[config.mk]
export PLATFORM = sky130hd
export DESIGN_NAME = box_blur_line_average
export DESIGN_NICKNAME = d
export VERILOG_FILES = /design/src/hdl/bbla_pkg.sv /design/src/hdl/bbla_ram.sv /design/src/hdl/bbla_front.sv /design/src/hdl/bbla_fifo.sv /design/src/hdl/bbla_divider.sv /design/src/hdl/box_blur_line_average.sv
export SDC_FILE = /design/constraint.sdc
export NUM_CORES = 1
export LEC_CHECK = 0
export BUFFER_PORTS_ARGS = -buffer_cell sky130_fd_sc_hd__buf_2
export CELL_PAD_IN_SITES_DETAIL_PLACEMENT = 1
export CELL_PAD_IN_SITES_GLOBAL_PLACEMENT = 2
export CORE_ASPECT_RATIO = 0.9
export CORE_UTILIZATION = 35
export CTS_CLUSTER_DIAMETER = 120
export CTS_CLUSTER_SIZE = 14
export DETAILED_ROUTE_END_ITERATION = 16
export PLACE_DENSITY_LB_ADDON = 0.15
export SLEW_MARGIN = 40
export SYNTH_ARGS = -nofsm -noshare
export SYNTH_HDL_FRONTEND = slang
export SYNTH_SLANG_ARGS = --single-unit
[constraint.sdc]
create_clock -name clk -period 5.25 [get_ports clk]
set_input_delay 1.05 -clock clk [delete_from_list [all_inputs] [get_ports clk]]
set_output_delay 1.05 -clock clk [all_outputs]
set_load 0.02 [all_outputs]
[src/hdl/bbla_pkg.sv]
// ----------------------------------------------------------------------------
// bbla_pkg
// Shared types and constants of the box blur line averager.
// ----------------------------------------------------------------------------
package bbla_pkg;

    // Width of the radius register and its value after reset
    localparam int CFG_W = 4;
    localparam logic [CFG_W-1:0] RADIUS_RESET = 4'd2;

    // Front sequencer: take a sample, add it to the window, send requests
    typedef enum logic [1:0] {
        FRONT_IDLE,
        FRONT_ADD,
        FRONT_EMIT
    } front_state_t;

    // Back divider: wait for a request, shift out quotient bits, hand over
    typedef enum logic [1:0] {
        DIV_IDLE,
        DIV_RUN,
        DIV_HOLD
    } div_state_t;

endpackage

[src/hdl/bbla_ram.sv]
// ----------------------------------------------------------------------------
// bbla_ram
// Generic single write port, single read port RAM with registered read data.
// ----------------------------------------------------------------------------
module bbla_ram #(
    parameter int WIDTH = 16,
    parameter int DEPTH = 31,
    localparam int ADDR_W = (DEPTH > 1) ? $clog2(DEPTH) : 1
) (
    input  logic              clk,
    input  logic              we,
    input  logic [ADDR_W-1:0] waddr,
    input  logic [WIDTH-1:0]  wdata,
    input  logic              re,
    input  logic [ADDR_W-1:0] raddr,
    output logic [WIDTH-1:0]  rdata
);

    logic [WIDTH-1:0] mem_reg [DEPTH];
    logic [WIDTH-1:0] rdata_reg;

    // write port
    always_ff @(posedge clk)
    begin
        if (we)
        begin
            mem_reg[waddr] <= wdata;
        end
    end

    // registered read, data holds while re is low
    always_ff @(posedge clk)
    begin
        if (re)
        begin
            rdata_reg <= mem_reg[raddr];
        end
    end

    assign rdata = rdata_reg;

endmodule

[src/hdl/bbla_front.sv]
// ----------------------------------------------------------------------------
// bbla_front
// Takes samples, keeps the window store and running sum, and sends one
// divide request (window sum, sample count, last flag) per averaged sample.
// ----------------------------------------------------------------------------
module bbla_front import bbla_pkg::*; #(
    parameter int MAX_RADIUS  = 15,
    parameter int SAMPLE_BITS = 16,
    localparam int DEPTH  = 2 * MAX_RADIUS + 1,
    localparam int CNT_W  = $clog2(DEPTH + 2),
    localparam int SUM_W  = SAMPLE_BITS + $clog2(DEPTH + 1)
) (
    input  logic                          clk,
    input  logic                          rst_n,
    input  logic                          cfg_write,
    input  logic [CFG_W-1:0]              cfg_data,
    input  logic                          push,
    output logic                          full,
    input  logic signed [SAMPLE_BITS-1:0] sample_value,
    input  logic                          line_end,
    input  logic                          q_full,
    output logic                          q_push,
    output logic signed [SUM_W-1:0]       q_sum,
    output logic [CNT_W-1:0]              q_count,
    output logic                          q_done
);

    localparam int ADDR_W = $clog2(DEPTH);
    localparam int RAD_W  = (MAX_RADIUS > 1) ? $clog2(MAX_RADIUS + 1) : 1;
    localparam int OWD_W  = $clog2(MAX_RADIUS + 2);

    front_state_t state_reg, state_next;

    logic [CFG_W-1:0]              radius_cfg_reg;
    logic [RAD_W-1:0]              line_radius_reg, line_radius_next;
    logic                          in_line_reg, in_line_next;
    logic signed [SAMPLE_BITS-1:0] sample_reg, sample_next;
    logic                          last_reg, last_next;
    logic [ADDR_W-1:0]             wr_ptr_reg, wr_ptr_next;
    logic [ADDR_W-1:0]             tail_reg, tail_next;
    logic signed [SUM_W-1:0]       sum_reg, sum_next;
    logic [CNT_W-1:0]              fill_reg, fill_next;
    logic [OWD_W-1:0]              owed_reg, owed_next;
    logic [RAD_W-1:0]              left_reg, left_next;

    logic                          accept;
    logic                          ram_we;
    logic                          ram_re;
    logic [SAMPLE_BITS-1:0]        ram_rdata;
    logic signed [SAMPLE_BITS-1:0] tail_sample;
    logic [RAD_W-1:0]              radius_sat;
    logic [CNT_W-1:0]              win_count;
    logic                          drop;
    logic signed [SUM_W-1:0]       sum_out;
    logic                          flush_more;

    function automatic logic [ADDR_W-1:0] ptr_inc(input logic [ADDR_W-1:0] p);
        ptr_inc = (p == ADDR_W'(DEPTH - 1)) ? '0 : p + 1'b1;
    endfunction

    // radius register, clipped to the largest supported radius
    always_ff @(posedge clk or negedge rst_n)
    begin
        if (!rst_n)
        begin
            radius_cfg_reg <= RADIUS_RESET;
        end
        else if (cfg_write)
        begin
            radius_cfg_reg <= cfg_data;
        end
    end

    always_comb
    begin
        if (int'(radius_cfg_reg) > MAX_RADIUS)
        begin
            radius_sat = RAD_W'(MAX_RADIUS);
        end
        else
        begin
            radius_sat = RAD_W'(radius_cfg_reg);
        end
    end

    // window store
    bbla_ram #(
        .WIDTH (SAMPLE_BITS),
        .DEPTH (DEPTH)
    ) u_store (
        .clk   (clk),
        .we    (ram_we),
        .waddr (wr_ptr_reg),
        .wdata (sample_reg),
        .re    (ram_re),
        .raddr (tail_next),
        .rdata (ram_rdata)
    );

    assign tail_sample = $signed(ram_rdata);

    // window of the next result: owed samples plus the clipped left side
    assign win_count  = CNT_W'(owed_reg) + CNT_W'(left_reg);
    assign drop       = fill_reg > win_count;
    assign sum_out    = drop ? (sum_reg - SUM_W'(tail_sample)) : sum_reg;
    assign flush_more = last_reg && (owed_reg != OWD_W'(1));

    // request payload
    assign q_sum   = sum_out;
    assign q_count = win_count;
    assign q_done  = last_reg && (owed_reg == OWD_W'(1));

    // next state
    always_comb
    begin
        state_next = state_reg;
        unique case (state_reg)
            FRONT_IDLE:
            begin
                if (push)
                begin
                    state_next = FRONT_ADD;
                end
            end
            FRONT_ADD:
            begin
                if (last_reg || (int'(owed_reg) + 1 > int'(line_radius_reg)))
                begin
                    state_next = FRONT_EMIT;
                end
                else
                begin
                    state_next = FRONT_IDLE;
                end
            end
            FRONT_EMIT:
            begin
                if (!q_full && !flush_more)
                begin
                    state_next = FRONT_IDLE;
                end
            end
            default:
            begin
                state_next = FRONT_IDLE;
            end
        endcase
    end

    // outputs of the sequencer
    always_comb
    begin
        full   = 1'b1;
        accept = 1'b0;
        ram_we = 1'b0;
        ram_re = 1'b0;
        q_push = 1'b0;
        unique case (state_reg)
            FRONT_IDLE:
            begin
                full   = 1'b0;
                accept = push;
                ram_re = push;
            end
            FRONT_ADD:
            begin
                ram_we = 1'b1;
            end
            FRONT_EMIT:
            begin
                q_push = !q_full;
                ram_re = !q_full && flush_more;
            end
            default:
            begin
                full = 1'b1;
            end
        endcase
    end

    // datapath updates
    always_comb
    begin
        line_radius_next = line_radius_reg;
        in_line_next     = in_line_reg;
        sample_next      = sample_reg;
        last_next        = last_reg;
        wr_ptr_next      = wr_ptr_reg;
        tail_next        = tail_reg;
        sum_next         = sum_reg;
        fill_next        = fill_reg;
        owed_next        = owed_reg;
        left_next        = left_reg;

        // latch the sample; a new line starts with an empty window
        if (accept)
        begin
            sample_next = sample_value;
            last_next   = line_end;
            if (!in_line_reg)
            begin
                line_radius_next = radius_sat;
                tail_next        = wr_ptr_reg;
                sum_next         = '0;
                fill_next        = '0;
                owed_next        = '0;
                left_next        = '0;
            end
        end

        // store the sample and grow the window
        if (state_reg == FRONT_ADD)
        begin
            in_line_next = 1'b1;
            wr_ptr_next  = ptr_inc(wr_ptr_reg);
            sum_next     = sum_reg + SUM_W'(sample_reg);
            fill_next    = fill_reg + 1'b1;
            owed_next    = owed_reg + 1'b1;
        end

        // one result sent: drop the oldest sample if the window shrinks
        if (q_push)
        begin
            sum_next  = sum_out;
            owed_next = owed_reg - 1'b1;
            if (drop)
            begin
                fill_next = fill_reg - 1'b1;
                tail_next = ptr_inc(tail_reg);
            end
            if (left_reg < line_radius_reg)
            begin
                left_next = left_reg + 1'b1;
            end
            if (q_done)
            begin
                in_line_next = 1'b0;
            end
        end
    end

    // control registers
    always_ff @(posedge clk or negedge rst_n)
    begin
        if (!rst_n)
        begin
            state_reg   <= FRONT_IDLE;
            in_line_reg <= 1'b0;
            wr_ptr_reg  <= '0;
        end
        else
        begin
            state_reg   <= state_next;
            in_line_reg <= in_line_next;
            wr_ptr_reg  <= wr_ptr_next;
        end
    end

    // payload registers, latched with each sample, and window registers, set up when a line starts
    always_ff @(posedge clk)
    begin
        line_radius_reg <= line_radius_next;
        sample_reg      <= sample_next;
        last_reg        <= last_next;
        tail_reg        <= tail_next;
        sum_reg         <= sum_next;
        fill_reg        <= fill_next;
        owed_reg        <= owed_next;
        left_reg        <= left_next;
    end

endmodule

[src/hdl/bbla_fifo.sv]
// ----------------------------------------------------------------------------
// bbla_fifo
// Short request queue between the front sequencer and the divider.
// ----------------------------------------------------------------------------
module bbla_fifo #(
    parameter int WIDTH = 38,
    parameter int DEPTH = 4
) (
    input  logic             clk,
    input  logic             rst_n,
    input  logic             wr,
    input  logic [WIDTH-1:0] wdata,
    output logic             full,
    input  logic             rd,
    output logic [WIDTH-1:0] rdata,
    output logic             empty
);

    localparam int PTR_W = $clog2(DEPTH);

    logic [WIDTH-1:0] slot_reg [DEPTH];
    logic [PTR_W-1:0] wp_reg, wp_next;
    logic [PTR_W-1:0] rp_reg, rp_next;
    logic [PTR_W:0]   cnt_reg, cnt_next;
    logic             do_wr;
    logic             do_rd;

    function automatic logic [PTR_W-1:0] ptr_inc(input logic [PTR_W-1:0] p);
        ptr_inc = (p == PTR_W'(DEPTH - 1)) ? '0 : p + 1'b1;
    endfunction

    assign full  = (cnt_reg == (PTR_W + 1)'(DEPTH));
    assign empty = (cnt_reg == '0);
    assign do_wr = wr && !full;
    assign do_rd = rd && !empty;
    assign rdata = slot_reg[rp_reg];

    // pointers and fill count
    always_comb
    begin
        wp_next  = do_wr ? ptr_inc(wp_reg) : wp_reg;
        rp_next  = do_rd ? ptr_inc(rp_reg) : rp_reg;
        cnt_next = cnt_reg;
        if (do_wr && !do_rd)
        begin
            cnt_next = cnt_reg + 1'b1;
        end
        else if (do_rd && !do_wr)
        begin
            cnt_next = cnt_reg - 1'b1;
        end
    end

    always_ff @(posedge clk or negedge rst_n)
    begin
        if (!rst_n)
        begin
            wp_reg  <= '0;
            rp_reg  <= '0;
            cnt_reg <= '0;
        end
        else
        begin
            wp_reg  <= wp_next;
            rp_reg  <= rp_next;
            cnt_reg <= cnt_next;
        end
    end

    // slot storage
    always_ff @(posedge clk)
    begin
        if (do_wr)
        begin
            slot_reg[wp_reg] <= wdata;
        end
    end

endmodule

[src/hdl/bbla_divider.sv]
// ----------------------------------------------------------------------------
// bbla_divider
// Back end: signed window sum over sample count, truncated toward zero, one
// quotient bit per cycle, with an output register toward the result side.
// ----------------------------------------------------------------------------
module bbla_divider import bbla_pkg::*; #(
    parameter int SAMPLE_BITS = 16,
    parameter int SUM_W       = 21,
    parameter int CNT_W       = 5
) (
    input  logic                          clk,
    input  logic                          rst_n,
    input  logic                          q_empty,
    output logic                          q_pop,
    input  logic signed [SUM_W-1:0]       q_sum,
    input  logic [CNT_W-1:0]              q_count,
    input  logic                          q_done,
    output logic                          empty,
    input  logic                          pop,
    output logic signed [SAMPLE_BITS-1:0] averaged_value,
    output logic                          line_done
);

    localparam int STEP_W = $clog2(SUM_W + 1);

    div_state_t state_reg, state_next;

    logic [STEP_W-1:0]             step_reg, step_next;
    logic [SUM_W-1:0]              quo_reg, quo_next;
    logic [CNT_W-1:0]              rem_reg, rem_next;
    logic [CNT_W-1:0]              div_reg, div_next;
    logic                          neg_reg, neg_next;
    logic                          done_reg, done_next;
    logic                          out_valid_reg, out_valid_next;
    logic signed [SAMPLE_BITS-1:0] out_value_reg;
    logic                          out_done_reg;

    logic                          load_out;
    logic [CNT_W:0]                rem_shift;
    logic [SUM_W-1:0]              sum_abs;
    logic [SUM_W-1:0]              quo_signed;

    assign sum_abs    = q_sum[SUM_W-1] ? (~q_sum + 1'b1) : q_sum;
    assign rem_shift  = {rem_reg, quo_reg[SUM_W-1]};
    assign quo_signed = neg_reg ? (~quo_reg + 1'b1) : quo_reg;

    // next state
    always_comb
    begin
        state_next = state_reg;
        unique case (state_reg)
            DIV_IDLE:
            begin
                if (!q_empty)
                begin
                    state_next = DIV_RUN;
                end
            end
            DIV_RUN:
            begin
                if (step_reg == STEP_W'(1))
                begin
                    state_next = DIV_HOLD;
                end
            end
            DIV_HOLD:
            begin
                if (!out_valid_reg || pop)
                begin
                    state_next = DIV_IDLE;
                end
            end
            default:
            begin
                state_next = DIV_IDLE;
            end
        endcase
    end

    // outputs of the sequencer
    always_comb
    begin
        q_pop    = 1'b0;
        load_out = 1'b0;
        unique case (state_reg)
            DIV_IDLE:
            begin
                q_pop = !q_empty;
            end
            DIV_RUN:
            begin
                q_pop = 1'b0;
            end
            DIV_HOLD:
            begin
                load_out = !out_valid_reg || pop;
            end
            default:
            begin
                q_pop = 1'b0;
            end
        endcase
    end

    // restoring division on the magnitude
    always_comb
    begin
        step_next = step_reg;
        quo_next  = quo_reg;
        rem_next  = rem_reg;
        div_next  = div_reg;
        neg_next  = neg_reg;
        done_next = done_reg;
        if (q_pop)
        begin
            step_next = STEP_W'(SUM_W);
            quo_next  = sum_abs;
            rem_next  = '0;
            div_next  = q_count;
            neg_next  = q_sum[SUM_W-1];
            done_next = q_done;
        end
        else if (state_reg == DIV_RUN)
        begin
            step_next = step_reg - 1'b1;
            if (rem_shift >= {1'b0, div_reg})
            begin
                rem_next = CNT_W'(rem_shift - {1'b0, div_reg});
                quo_next = {quo_reg[SUM_W-2:0], 1'b1};
            end
            else
            begin
                rem_next = rem_shift[CNT_W-1:0];
                quo_next = {quo_reg[SUM_W-2:0], 1'b0};
            end
        end
    end

    // result register valid flag
    always_comb
    begin
        out_valid_next = out_valid_reg;
        if (load_out)
        begin
            out_valid_next = 1'b1;
        end
        else if (pop)
        begin
            out_valid_next = 1'b0;
        end
    end

    always_ff @(posedge clk or negedge rst_n)
    begin
        if (!rst_n)
        begin
            state_reg     <= DIV_IDLE;
            out_valid_reg <= 1'b0;
        end
        else
        begin
            state_reg     <= state_next;
            out_valid_reg <= out_valid_next;
        end
    end

    always_ff @(posedge clk)
    begin
        step_reg <= step_next;
        quo_reg  <= quo_next;
        rem_reg  <= rem_next;
        div_reg  <= div_next;
        neg_reg  <= neg_next;
        done_reg <= done_next;
        if (load_out)
        begin
            out_value_reg <= $signed(quo_signed[SAMPLE_BITS-1:0]);
            out_done_reg  <= done_reg;
        end
    end

    assign empty          = !out_valid_reg;
    assign averaged_value = out_value_reg;
    assign line_done      = out_done_reg;

endmodule

[src/hdl/box_blur_line_average.sv]
// ----------------------------------------------------------------------------
// box_blur_line_average
// One pass of a box blur along a line of signed samples, edges clipped.
// ----------------------------------------------------------------------------
// Each result is the mean of the samples within the radius around one sample
// of the line, over the samples actually present, truncated toward zero. The
// radius is latched on the first sample of a line. Result k of a line leaves
// once sample k + radius has arrived; the sample flagged line_end flushes all
// remaining results, the last one flagged line_done. The front takes a sample,
// adds it to the window and, if it yields a result, sends its request (on the
// line_end sample, one per remaining result), taking no new sample meanwhile;
// it stalls when the 4-entry request queue is full. Each result then goes
// through a one-bit-per-cycle divider of SAMPLE_BITS + clog2(2*MAX_RADIUS + 2)
// steps (21 at the defaults); taking a new request only after loading its
// last result into the output register, the divider sets the sustained rate. The
// window store needs no clearing after reset: only current-line samples are read.
module box_blur_line_average import bbla_pkg::*; #(
    parameter int MAX_RADIUS  = 15,
    parameter int SAMPLE_BITS = 16
) (
    input  logic                          clk,
    input  logic                          rst_n,
    input  logic                          cfg_write,
    input  logic [CFG_W-1:0]              cfg_data,
    input  logic                          push,
    output logic                          full,
    input  logic signed [SAMPLE_BITS-1:0] sample_value,
    input  logic                          line_end,
    output logic                          empty,
    input  logic                          pop,
    output logic signed [SAMPLE_BITS-1:0] averaged_value,
    output logic                          line_done
);

    localparam int DEPTH   = 2 * MAX_RADIUS + 1;
    localparam int CNT_W   = $clog2(DEPTH + 2);
    localparam int SUM_W   = SAMPLE_BITS + $clog2(DEPTH + 1);
    localparam int ENTRY_W = SUM_W + CNT_W + 1;

    logic                    fq_push;
    logic                    fq_full;
    logic signed [SUM_W-1:0] fq_sum;
    logic [CNT_W-1:0]        fq_count;
    logic                    fq_done;
    logic                    bq_pop;
    logic                    bq_empty;
    logic [ENTRY_W-1:0]      bq_entry;

    // sample intake, window store and running sum
    bbla_front #(
        .MAX_RADIUS  (MAX_RADIUS),
        .SAMPLE_BITS (SAMPLE_BITS)
    ) u_front (
        .clk          (clk),
        .rst_n        (rst_n),
        .cfg_write    (cfg_write),
        .cfg_data     (cfg_data),
        .push         (push),
        .full         (full),
        .sample_value (sample_value),
        .line_end     (line_end),
        .q_full       (fq_full),
        .q_push       (fq_push),
        .q_sum        (fq_sum),
        .q_count      (fq_count),
        .q_done       (fq_done)
    );

    // request queue
    bbla_fifo #(
        .WIDTH (ENTRY_W),
        .DEPTH (4)
    ) u_queue (
        .clk   (clk),
        .rst_n (rst_n),
        .wr    (fq_push),
        .wdata ({fq_done, fq_count, fq_sum}),
        .full  (fq_full),
        .rd    (bq_pop),
        .rdata (bq_entry),
        .empty (bq_empty)
    );

    // division and result register
    bbla_divider #(
        .SAMPLE_BITS (SAMPLE_BITS),
        .SUM_W       (SUM_W),
        .CNT_W       (CNT_W)
    ) u_divider (
        .clk            (clk),
        .rst_n          (rst_n),
        .q_empty        (bq_empty),
        .q_pop          (bq_pop),
        .q_sum          ($signed(bq_entry[SUM_W-1:0])),
        .q_count        (bq_entry[SUM_W +: CNT_W]),
        .q_done         (bq_entry[ENTRY_W-1]),
        .empty          (empty),
        .pop            (pop),
        .averaged_value (averaged_value),
        .line_done      (line_done)
    );

endmodule
### Word-level counts from Yosys, hierarchy flattened

Memories as Yosys holds them, arrays and structs flattened. A register that Yosys moved wholly into a read port is not among the register bits.
Cells that the tools add are included.
Widths: inputs -> output; s select.

| cells by class | value |
|---|---|
| $add $sub $neg | 19 |
| magnitude comparators | 4 |
| eq/ne operators | 18 |
| mux-type cells | 58 |
| bitwise operators | 3 |
| reduce and logical (&&, ||, !) cells | 27 |

Operators with widths:

| operator | number |
|---|---|
| $mux 21 | 8 |
| $mux 5 | 10 |
| $mux 6 | 6 |
| $gt 32x5->1 | 1 |
| $add 21x1->21 const B | 1 |
| $add 21x16->21 | 1 |
| $not 21->21 | 1 |
| $sub 21x16->21 | 1 |
| $add 16x1->16 const B | 1 |
| $mux 1 | 16 |
| $mux 16 | 1 |
| $mux 2 | 8 |
| $mux 4 | 4 |
| $not 16->16 | 1 |
| $add 5x1->5 const B | 3 |
| $pmux 2 s3 | 2 |
| $eq 5x1->1 const B | 2 |
| $eq 5x5->1 const B | 2 |
| $sub 5x1->5 const B | 2 |
| $eq 2x2->1 const B | 4 |
| $logic_and 1x1->1 | 8 |
| $ge 7x6->1 | 1 |
| $add 5x1->6 const B | 1 |
| $add 5x4->6 | 1 |
| other kinds (26) | 43 |

| word-level totals | value |
|---|---|
| flip-flop bits (word level) | 141 |
| bits in writable memories | 608 |
| input bits | 26 |
| output and inout port bits | 19 |
| logic and storage cells | 156 |
| memories | 2 |

Memory list:

| memory | words | bits a word | rd ports | clocked after memory_dff | write ports | line | RTL |
|---|---|---|---|---|---|---|---|
| u_front.u_store.mem_reg | 31 | 16 | 1 | 1 | 1 | bbla_ram.sv:19 | `logic [WIDTH-1:0] mem_reg [DEPTH];` |
| u_queue.slot_reg | 4 | 28 | 1 | 0 | 1 | bbla_fifo.sv:21 | `logic [WIDTH-1:0] slot_reg [DEPTH];` |

### Logic depth before layout (Yosys ltp)

Gate-level depths: netlist of run 1.

| logic depth | value |
|---|---|
| word-level depth | 8 |
| depth in mapped cells | 19 |
| depth with buffers taken out | 16 |

### Modules after synthesis

A second synthesis of run 1 with hierarchy kept.

| unflattened totals | value |
|---|---|
| cell total of the unflattened synthesis | 2077 |
| area total of the unflattened synthesis | 33419.6 µm² |

By module, submodules not included:

| module | times used | cells an instance | area an instance (µm²) | sequential area each (µm²) |
|---|---|---|---|---|
| bbla_ram | 1 | 933 | 19713.9 | 15374.7 |
| bbla_front | 1 | 653 | 5987.0 | 2013.2 |
| bbla_fifo | 1 | 183 | 4469.3 | 3538.4 |
| bbla_divider | 1 | 308 | 3249.4 | 1676.6 |

### Worst setup path before layout of run 1

No wires, ideal clock.

| timing | value |
|---|---|
| path type | reg2reg |
| start point | register u_front.owed_reg[0] |
| end point | register u_front.u_store.rdata_reg[14], in the netlist u_front.u_store.rdata[14] (read register of u_front.u_store.mem_reg) (data pin) |
| library setup time | 0.255 ns |
| arrival time | 4.024 ns |
| required time | 4.995 ns |
| setup slack | 0.971 ns |
| cell stages (with the launch flop) | 20 |
| path buffers | 4 |
| period minus slack after synthesis | 4.279 ns |
| path through | edfxtp_1 ha_1 fa_1 a21o_1 a21oi_1 xor2_1 ha_1 and4_1 a311o_1 buf_6 o22ai_2 buf_4 and2_4 inv_4 buf_4 buf_4 a211o_1 a21oi_1 a211oi_1 and3_1 |

| on the way | value |
|---|---|
| longest elaborated chain between the ends | 4 |
| elaborated cells on any way between the ends | 8 |
| those cells by class | add/sub (1); order compare (1); eq/ne (1); mux (3); reduce/logical (2) |

RTL lines:

| item | line | RTL |
|---|---|---|
| start, declared | bbla_front.sv:43 | `logic [OWD_W-1:0] owed_reg, owed_next;` |
| start signal, assigned | bbla_front.sv:268 | `owed_reg <= owed_next;` |
| $add 5x4->6 or $ne 5x1->1 (tied branches) | bbla_front.sv:103, bbla_front.sv:106 |  |
| $gt 6x6->1 or $logic_and 1x1->1 (tied branches) | bbla_front.sv:104, bbla_front.sv:106 |  |
| $mux 5 or $logic_and 1x1->1 (tied branches) | bbla_front.sv:226, bbla_front.sv:172 |  |
| $mux 5 or $pmux 1 s2 (tied branches) | bbla_front.sv:222, bbla_front.sv:158 |  |
| end, declared | bbla_ram.sv:20 | `logic [WIDTH-1:0] rdata_reg;` |

Parallel ways exist; a longest one is shown, timed or not.
A chain may end at the register's enable or synchronous reset.

### Worst setup path in the final report of run 1

| timing | value |
|---|---|
| start point | register u_front.left_reg[0] |
| end point | register u_front.u_store.rdata_reg[5], in the netlist u_front.u_store.rdata[5] (read register of u_front.u_store.mem_reg) (data pin) |

| on the way | value |
|---|---|
| longest elaborated chain between the ends | 4 |

RTL lines:

| item | line | RTL |
|---|---|---|
| start, declared | bbla_front.sv:44 | `logic [RAD_W-1:0] left_reg, left_next;` |
| start signal, assigned | bbla_front.sv:269 | `left_reg <= left_next;` |
| $add 5x4->6 | bbla_front.sv:103 | `assign win_count = CNT_W'(owed_reg) + CNT_W'(left_reg);` |
| $gt 6x6->1 | bbla_front.sv:104 | `assign drop = fill_reg > win_count;` |
| $mux 5 | bbla_front.sv:226 | `if (drop)` |
| $mux 5 | bbla_front.sv:222 | `if (q_push)` |

No other way between the ends.

==> impl_results.md, run 1 <==
- Status: complete, no violations
- Crit path capture type: register
- Skew-Pair Late Insertion Delay: around 680 ps
- Most common cell after layout, fill and taps aside: edfxtp_1
- Largest register FFs: between 400 and 500
- Vias in the first global route: 22620
- Layout cells sized above 1: between 10 and 15%
- Main synth FF type: edfxtp_1
- GRT Total Usage: between 20% and 30%
- Port Buf Inserts: 44
- Max Freq: 202.2 MHz
- Final setup viols: 0
- Total power: 26.27 mW
- Filler cells: approximately 9900
- Most frequent cells in the layout: edfxtp_1 (717), nand2_1 (248), a21oi_1 (219)
- Tmin final: 4945 ps
- Post_cts resized: 0
- Hold Buf Count CTS: 0
- Final Hold Viols: 0
- Dpl hpwl: approximately 62000 um
- TritonCTS clock tree: built
- Yosys warning count: 0
- Final WL: between 90000 and 100000 um
- DR pass1 iterations: 5
- Worst Tran Pin Value: approximately 870 ps
- H-tree depth: 2
- CTS root buf: clkbuf_16
- Syn nets: between 2000 and 3000
- Worst reg-to-reg setup slack: 300 ps
- Critical path fanouts, max: 19
- Sequential share of the synthesized area: ~66%
- Hold WC Path Type: input pin to asynchronous set/reset pin
- Clock Path Buffers: 3
- Post-CTS Setup Bufs: 0
- Lkg Pwr: around 14 nW
- DR iter-0 viols: 1400
- Die area: between 0.09 and 0.1 mm2
- Die outline height: a little under 300 um
- CP Launch Type: register
- Final instance area: 0.03799 mm2
- Total of max-cap violations: 0
- Cells after synthesis: 2529
- Synth Area per Inst: 13.47 um2
- Detailed-route via count: approximately 22000
- Io pins: 45
- Via/cell ratio: 5.542
- Worst Path Required: between 5000 and 6000 ps
- Grt ovf: 0
- Clock sink count: ~770
- Final period utilization: a little over nine tenths
- Layout Nets: 2728
- Post-synth EDFFs: just over 700
- Total negative slack: 0 ps
- Worst-path clk slew: 70 ps
- CTS buffer count: 61
- Share of synthesized registers carrying an async set or reset: ~2.9%
- Die width: 330.8 um
- Starting Density: a little over a third
- VDD IR max: around 0.52 mV
- Synth Cell Area: roughly 0.034 mm2
- Critical path type: register to register
- Drt drc: 0
- Core box area: about 0.096 mm2
- Worst Skew: about 25 ps
- Routability Congestion: between 0.7 and 0.8
- Placed Area: about 0.036 mm2
- Routed len/inst: between 20 and 30 um
- Rel. slew slack: between 40% and 50%
- CP arrival: 5470 ps
- Flops & latches, synth: 765
- Synthesis-to-layout area growth: 11.52%
- DRT antenna net count: 0
- Unrepaired setup endpoints after global routing: false
- Power Dens Cells: 691.6 mW/mm2
- First-pass GRT wire length: 147200 um
- Unique masters post-synth: 80
- Initial antenna violation count: 1
- Largest net degree at the start of global routing: roughly 130
- FP Rows: between 100 and 150
- Max Slew Vio Count: 0
- Util after Layout: between 30% and 40%
critical path: stages, from the launching register on:
cell      delay, ps
dfxtp_1         370
ha_1            250
fa_1            400
a21o_1          200
a21oi_1         170
xor2_1          230
ha_1            290
and4_1          210
a311o_1         530
nor3b_1         310
a22o_1          220
a211oi_4         80
buf_4           250
nand3_1         120
buf_4           300
a21oi_1         100
a211oi_2        480
and3_1          270
cells by family (layout without fill, tap and decap cells):
kind of cell,after synthesis,count (layout),share of synthesized area (%)
buf+inv,222,328,2.913
fa+ha+maj,90,90,3.416
flops,765,765,66.35
mux,42,42,2.255
xor+xnor,79,79,2.031
simple gates,641,641,9.109
compound gates,690,690,13.92
other cells,0,1,0
synth_stat cells (6+ instances only):
master      n  area [um2]
and2_1      7       43.79
or3_1      15       93.84
a22oi_1    33       247.7
a211o_1    98       858.3
ha_1       85        1064
clkbuf_1   69       259.0
dfxtp_1    26       520.5
nand4_1     9       56.30
mux2_2      8       90.09
dfrtp_1    21       525.5
a22o_1     78       683.2
edfxtp_1  717       21530
nor3_1     40       200.2
mux4_2     27       608.1
a31oi_1    22       137.6
and3_1    118       738.2
a211oi_1   23       172.7
nor2_1     91       341.6
buf_6       8       90.09
o21ai_0    93       465.5
a21bo_2    16       160.2
a311oi_1   17       148.9
a21o_1     20       150.1
nand3b_1    8       60.06
xnor2_1    45       394.1
buf_4       6       45.04
a21oi_1   220        1101
o21ai_1    11       55.05
nand3_1    50       250.2
nor2b_1    10       62.56
buf_2      59       295.3
mux2i_1     7       70.07
nand2b_1   15       93.84
o31ai_1     9       67.56
xor2_1     34       297.8
inv_1      74       277.8
o21bai_1    7       52.55
nand2_1   248       930.9
stage by stage:
step / setup slack, ps / instances / hold WS (ps)
after floorplan: 970.7 / 2529 / 400.3
after global placement: 44.04 / 3812 / 439.0
after detailed placement: 263.7 / 3814 / 439.2
after CTS: 209.0 / 3900 / 423.2
after global routing: 1.422 / 3900 / 445.4
final: 304.8 / 3901 / 420.7
layout make-up:
cell class                      count  area (um2)  share of cell area [%]
Sequential cell                   765       22610                   59.51
Clock buffer                       81        1623                   4.272
Timing Repair Buffer              164        1274                   3.353
Tap cell                         1265        1583                   4.167
Clock inverter                      5       82.58                  0.2174
Multi-Input combinational cell   1542       10520                   27.68
Antenna cell                        1       2.502                0.006588
Inverter                           78       300.3                  0.7905
routing by layer:
metal | track usage [%] | share of wire (%) | wire [um]
met4 | 5.760 | 2.7 | 2678
met3 | 2.390 | 3.4 | 3354
met1 | 25.98 | 44 | 43760
met5 | 0 | 0 | 0
met2 | 35.24 | 50 | 50030
path summary, 6_finish.rpt:
check | startpoint | to | cells after the start
worst max register to register | u_front.left_reg[0] | u_front.u_store.rdata[5] | 17
max in group asynchronous | rst_n | u_queue.rp_reg[0] | 1
worst min register to register | u_front.radius_cfg_reg[0] | u_front.line_radius_reg[0] | 0
min in group clk | u_front.radius_cfg_reg[0] | u_front.line_radius_reg[0] | 0
worst max-delay path | u_front.left_reg[0] | u_front.u_store.rdata[5] | 17
worst min-delay path | rst_n | u_divider.state_reg[0] | 1
power breakdown:
| part | switching [mW] | internal, mW | leakage [nW] | total (mW) |
|---|---|---|---|---|
| Clock | 2.19 | 2.15 | 0.822 | 4.34 |
| Combinational | 8.05 | 4.75 | 5.71 | 12.8 |
| Sequential | 0.714 | 8.42 | 7.01 | 9.14 |
| Total | 11.0 | 15.3 | 13.5 | 26.3 |
Power figures use the tool's default switching activity.
==> run 2, diff against run 1 <==
- MAX_ROUTING_LAYER: unset -> met4
==> impl_results.md, run 2 (synthesis results as in run 1) <==
- Die width: 330.8 um (unchanged)
- Vias in the first global route: 22580 (was 22620)
- Routability Congestion: 0.7937 (was 0.7825)
- CTS buffer count: 61 (unchanged)
- Max Slew Vio Count: 0 (unchanged)
- Grt ovf: 0 (unchanged)
- Detailed-route via count: 21590 (was 21620)
- Status: complete, no violations (unchanged)
- Die area: 0.09858 mm2 (unchanged)
- Starting Density: 35.31% (unchanged)
- CTS root buf: clkbuf_16 (unchanged)
- Final WL: 99650 um (was 99820 um)
- Post-CTS Setup Bufs: 0 (unchanged)
- Post_cts resized: 0 (unchanged)
- Max Freq: 202.3 MHz (was 202.2 MHz)
- Hold WC Path Type: input pin to asynchronous set/reset pin (unchanged)
- Skew-Pair Late Insertion Delay: 680 ps (about the same)
- Io pins: 45 (unchanged)
- Synthesis-to-layout area growth: 11.51% (was 11.52%)
- Rel. slew slack: 40.99% (was 41.13%)
- RR Startpoint: u_front.left_reg[0] (unchanged)
- Initial antenna violation count: 1 (unchanged)
- Placed Area: 0.03627 mm2 (unchanged)
- Tmin final: 4944 ps (was 4945 ps)
- Port Buf Inserts: 44 (unchanged)
- Lkg Pwr: 13.54 nW (unchanged)
- Largest register FFs: 496 (unchanged)
- Hold Buf Count CTS: 0 (unchanged)
- Crit-path max cell delay: 570 ps (was 530 ps)
- Worst Tran Pin Value: 875.8 ps (was 873.8 ps)
- Clock Path Buffers: 3 (unchanged)
- Layout cells sized above 1: 12.41% (unchanged)
- Final instance area: 0.03798 mm2 (was 0.03799 mm2)
- CP Launch Type: register (unchanged)
- Most common cell after layout, fill and taps aside: edfxtp_1 (unchanged)
- Total of max-cap violations: 0 (unchanged)
- Critical path fanouts, max: 48 (was 19)
- Drt drc: 0 (unchanged)
- Worst Skew: 21.93 ps (was 25.39 ps)
- Power Dens Cells: 691.2 mW/mm2 (was 691.6 mW/mm2)
- VDD IR max: 0.5146 mV (was 0.5163 mV)
- Filler cells: 9947 (unchanged)
- Crit path max-delay family: compound AO/OA/AOI/OAI gates (unchanged)
- CP arrival: 5500 ps (was 5470 ps)
- CP Buf/Inv Count: 2 (unchanged)
- Worst reg-to-reg setup slack: 310 ps (was 300 ps)
- DRT antenna net count: 0 (unchanged)
- Worst-path clk slew: 70 ps (about the same)
- Final Hold Viols: 0 (unchanged)
- Most frequent cells in the layout: edfxtp_1 (717), nand2_1 (248), a21oi_1 (219) (unchanged)
- DR iter-0 viols: 1421 (was 1400)
- Ant diodes: 0 (was 1)
- Worst Path Required: 5800 ps (was 5770 ps)
- FP Rows: 108 (unchanged)
- Total power: 26.25 mW (was 26.27 mW)
- R2r worst-path depth: 16 (was 17)
- Layout Nets: 2728 (unchanged)
- Final period utilization: 94.18% (was 94.20%)
- TritonCTS clock tree: built (unchanged)
- DR pass1 iterations: 5 (unchanged)
- Crit path capture type: register (unchanged)
- First-pass GRT wire length: 147300 um (was 147200 um)
- GRT Total Usage: 20.74% (was 20.13%)
- Clock sink count: 765 (unchanged)
- Critical path type: register to register (unchanged)
- Stages on the worst setup path: 16 (was 17)
- Critical path, cell by cell: ha_1, fa_1, a21o_1, a21oi_1, xor2_1, ha_1, nand4_1, o221ai_2, nand4_1, and2_4, inv_6, buf_4, a211o_1, a21oi_1, a211oi_1, and3_1 (was ha_1, fa_1, a21o_1, a21oi_1, xor2_1, ha_1, and4_1, a311o_1, nor3b_1, a22o_1, a211oi_4, buf_4, nand3_1, buf_4, a21oi_1, a211oi_2, and3_1)
- Dpl hpwl: 61970 um (unchanged)
- Critical path's slowest cell: buf_4 (was a311o_1)
- Largest net degree at the start of global routing: 129 (unchanged)
- Total negative slack: 0 ps (unchanged)
- Unrepaired setup endpoints after global routing: false (unchanged)
- Final setup viols: 0 (unchanged)
- Reg-to-reg endpoint: u_front.u_store.rdata[8] (was u_front.u_store.rdata[5])
- Via/cell ratio: 5.535 (was 5.542)
- Die outline height: 298.0 um (unchanged)
- Routed len/inst: 25.55 um (was 25.59 um)
- Core box area: 0.09648 mm2 (unchanged)
- H-tree depth: 2 (unchanged)
## run 2: changes by cell type in the layout (fill, tap and decap cells not counted)
cell,delta
diode_2,-1
## run 2: final cells by class
| cell class | count | area [um2] | share of cell area [%] |
|---|---|---|---|
| flip-flops and latches | 765 | 22610 | 59.52 |
| multi-input cells | 1542 | 10520 | 27.68 |
| clock buffers | 81 | 1623 | 4.272 |
| well taps | 1265 | 1583 | 4.167 |
| repair buffers | 164 | 1274 | 3.353 |
| inverters | 78 | 300.3 | 0.7906 |
| clock inverters | 5 | 82.58 | 0.2174 |
## run 2: worst max-delay path by stage
stage	from	endpoint	slack, ps
CTS	u_front.owed_reg[1]	u_front.u_store.rdata[5]	210
global route	u_front.owed_reg[0]	u_front.u_store.rdata[15]	1
detailed placement	u_front.owed_reg[1]	u_front.u_store.rdata[5]	260
global placement	u_front.owed_reg[0]	u_front.u_store.rdata[10]	40
floorplan	u_front.owed_reg[0]	u_front.u_store.rdata[14]	970
finish	u_front.left_reg[0]	u_front.u_store.rdata[8]	310
## run 2: per-stage QoR
step | utilization [%] | setup WS [ps] | std cells | hold slack [ps]
after floorplan | - | 970.7 | 2529 | 400.3
after global placement | 37.53 | 44.04 | 3812 | 439.0
after detailed placement | 37.59 | 263.7 | 3814 | 439.2
after CTS | 39.36 | 209.0 | 3900 | 423.2
after global routing | 39.37 | 1.380 | 3900 | 447.0
final | 39.37 | 305.7 | 3900 | 416.9
## run 2: metal layers
layer | vias up | track usage [%] | share of wire [%]
met5 | - | - | 0
met4 | 0 | 5.760 | 2.7
met3 | 122 | 2.244 | 3.2
met2 | 366 | 35.28 | 50
met1 | 11260 | 26.05 | 44
li1 | 9844 | - | -
## run 2: worst reg2reg max path, stage by stage, from the launching register on
cell and delay (ps):
dfxtp_1 370, ha_1 250, fa_1 400, a21o_1 200, a21oi_1 160, xor2_1 110
ha_1 330, nand4_1 260, o221ai_2 490, nand4_1 280, and2_4 280, inv_6 300
buf_4 590, a211o_1 210, a21oi_1 60, a211oi_1 320, and3_1 200
## run 2: power breakdown
group / switching (mW) / internal (mW) / leakage, nW / total, mW
logic: 8.04 / 4.75 / 5.71 / 12.8
registers: 0.712 / 8.42 / 7.01 / 9.14
clock network: 2.19 / 2.15 / 0.822 / 4.33
total: 10.9 / 15.3 / 13.5 / 26.3
==> run 3, diff against run 2 <==
- BUFFER_PORTS_ARGS: -buffer_cell sky130_fd_sc_hd__buf_2 -> unset
- DONT_BUFFER_PORTS: unset -> 1
==> impl_results.md, run 3 (synthesis results as in run 1) <==
- Status: complete, no violations (unchanged)
- Worst Path Required: 5810 ps (was 5800 ps)
- Hold WC Path Type: input pin to asynchronous set/reset pin (unchanged)
- Clock sink count: 765 (unchanged)
- Tmin final: 4975 ps (was 4944 ps)
- Drt drc: 0 (unchanged)
- Vias in the first global route: 22420 (was 22580)
- Critical path, cell by cell: ha_1, fa_1, a21o_1, a21oi_1, xor2_1, ha_1, and4_1, a311o_1, buf_4, nor3b_1, a22o_1, a211oi_4, buf_12, buf_4, a31oi_1, a211oi_1, and3_1 (was ha_1, fa_1, a21o_1, a21oi_1, xor2_1, ha_1, nand4_1, o221ai_2, nand4_1, and2_4, inv_6, buf_4, a211o_1, a21oi_1, a211oi_1, and3_1)
- Post-CTS Setup Bufs: 0 (unchanged)
- Io pins: 45 (unchanged)
- Total power: 26.13 mW (was 26.25 mW)
- Worst-path clk slew: 80 ps (was 70 ps)
- Ant diodes: 0 (unchanged)
- H-tree depth: 2 (unchanged)
- Final Hold Viols: 0 (unchanged)
- DRT antenna net count: 0 (unchanged)
- Critical path's slowest cell: a211oi_4 (was buf_4)
- Worst Tran Pin Value: 773.5 ps (was 875.8 ps)
- Final period utilization: 94.75% (was 94.18%)
- Crit-path max cell delay: 610 ps (was 570 ps)
- Final setup viols: 0 (unchanged)
- Dpl hpwl: 60440 um (was 61970 um)
- Lkg Pwr: 13.38 nW (was 13.54 nW)
- GRT Total Usage: 20.12% (was 20.74%)
- Rel. slew slack: 47.89% (was 40.99%)
- Max Freq: 201.0 MHz (was 202.3 MHz)
- DR pass1 iterations: 5 (unchanged)
- Skew-Pair Late Insertion Delay: 700 ps (was 680 ps)
- Unrepaired setup endpoints after global routing: false (unchanged)
- CTS root buf: clkbuf_16 (unchanged)
- Power Dens Cells: 691.6 mW/mm2 (was 691.2 mW/mm2)
- First-pass GRT wire length: 144700 um (was 147300 um)
- Via/cell ratio: 5.502 (was 5.535)
- R2r worst-path depth: 17 (was 16)
- Critical path fanouts, max: 17 (was 48)
- Synthesis-to-layout area growth: 10.91% (was 11.51%)
- Starting Density: 35.31% (unchanged)
- Most frequent cells in the layout: edfxtp_1 (717), nand2_1 (248), a21oi_1 (219) (unchanged)
- CP startpoint: u_front.owed_reg[0] (was u_front.left_reg[0])
- Most common cell after layout, fill and taps aside: edfxtp_1 (unchanged)
- Placed cells: 3773 (was 3814)
- Die area: 0.09858 mm2 (unchanged)
- CTS buffer count: 60 (was 61)
- Placed Area: 0.03608 mm2 (was 0.03627 mm2)
- Die width: 330.8 um (unchanged)
- Crit path capture type: register (unchanged)
- Total negative slack: 0 ps (unchanged)
- Final Non-Filler Cells: 3865 (was 3900)
- Core box area: 0.09648 mm2 (unchanged)
- Largest net degree at the start of global routing: 129 (unchanged)
- Total of max-cap violations: 0 (unchanged)
- Final WL: 96440 um (was 99650 um)
- Grt ovf: 0 (unchanged)
- Worst Skew: 63.78 ps (was 21.93 ps)
- VDD IR max: 0.6489 mV (was 0.5146 mV)
- Final instance area: 0.03778 mm2 (was 0.03798 mm2)
- Util after Layout: 39.16% (was 39.37%)
- Die outline height: 298.0 um (unchanged)
- Critical path type: register to register (unchanged)
- Routability Congestion: 0.7895 (was 0.7937)
- RR Startpoint: u_front.owed_reg[0] (was u_front.left_reg[0])
- Port Buf Inserts: 0 (was 44)
- FP Rows: 108 (unchanged)
- Routed len/inst: 24.95 um (was 25.55 um)
- Final Hold Slack: 88.24 ps (was 416.9 ps)
- PnR worst setup slack: 275.4 ps (was 305.7 ps)
- CP arrival: 5530 ps (was 5500 ps)
- Max Slew Vio Count: 0 (unchanged)
- Initial antenna violation count: 2 (was 1)
- Clock Path Buffers: 3 (unchanged)
- TritonCTS clock tree: built (unchanged)
- Layout cells sized above 1: 10.81% (was 12.41%)
- Layout Nets: 2687 (was 2728)
- Largest register FFs: 496 (unchanged)
- Detailed-route via count: 21260 (was 21590)
- CP Launch Type: register (unchanged)
- Pre-CTS setup slack: 61.36 ps (was 263.7 ps)
- DR iter-0 viols: 1430 (was 1421)
[run 3: repair_timing]
item                                   CTS  global route
gates resized for setup                  0             3
setup endpoints to repair                0             3
endpoints found under the hold margin    1             0
hold buffers                             1             0
[run 3: worst max-delay path: cells and delay by family (launching register included)]
family / cells / cell delay [ps]
buffers and inverters: 3 / 700
flip-flops: 1 / 410
XOR/XNOR: 1 / 250
AO/OA/AOI/OAI: 7 / 2100
AND/OR/NAND/NOR: 3 / 540
adder cells (fa/ha/maj): 3 / 860
[run 3: cell type report]
class	instances	area, um2
clock buffers	86	1599
clock inverters	5	77.57
fillers	9994	58700
inverters	78	300.3
multi-input cells	1542	10500
flip-flops and latches	765	22610
well taps	1265	1583
repair buffers	124	1112
[run 3: metal layers]
layer	track usage (%)	part of all wire [%]	vias up
met1	25.90	45	11070
met2	33.77	50	323
li1	-	-	9757
met3	1.984	3.0	114
met4	5.387	2.4	0
met5	-	0	-
[run 3: final timing paths]
path                                              end  slack (ps)
max in group asynchronous       u_front.wr_ptr_reg[4]        4370
min                                u_queue.cnt_reg[0]          90
max reg2reg                  u_front.u_store.rdata[6]         280
min reg2reg                u_front.line_radius_reg[0]         450
min in group clk           u_front.line_radius_reg[0]         450
max                          u_front.u_store.rdata[6]         280
[run 3: where the power goes]
group          leakage (nW)  internal (mW)  total, mW  switching, mW
logic                  5.57           4.76       12.7           7.95
registers              7.01           8.42       9.14          0.718
clock network         0.803           2.10       4.28           2.18
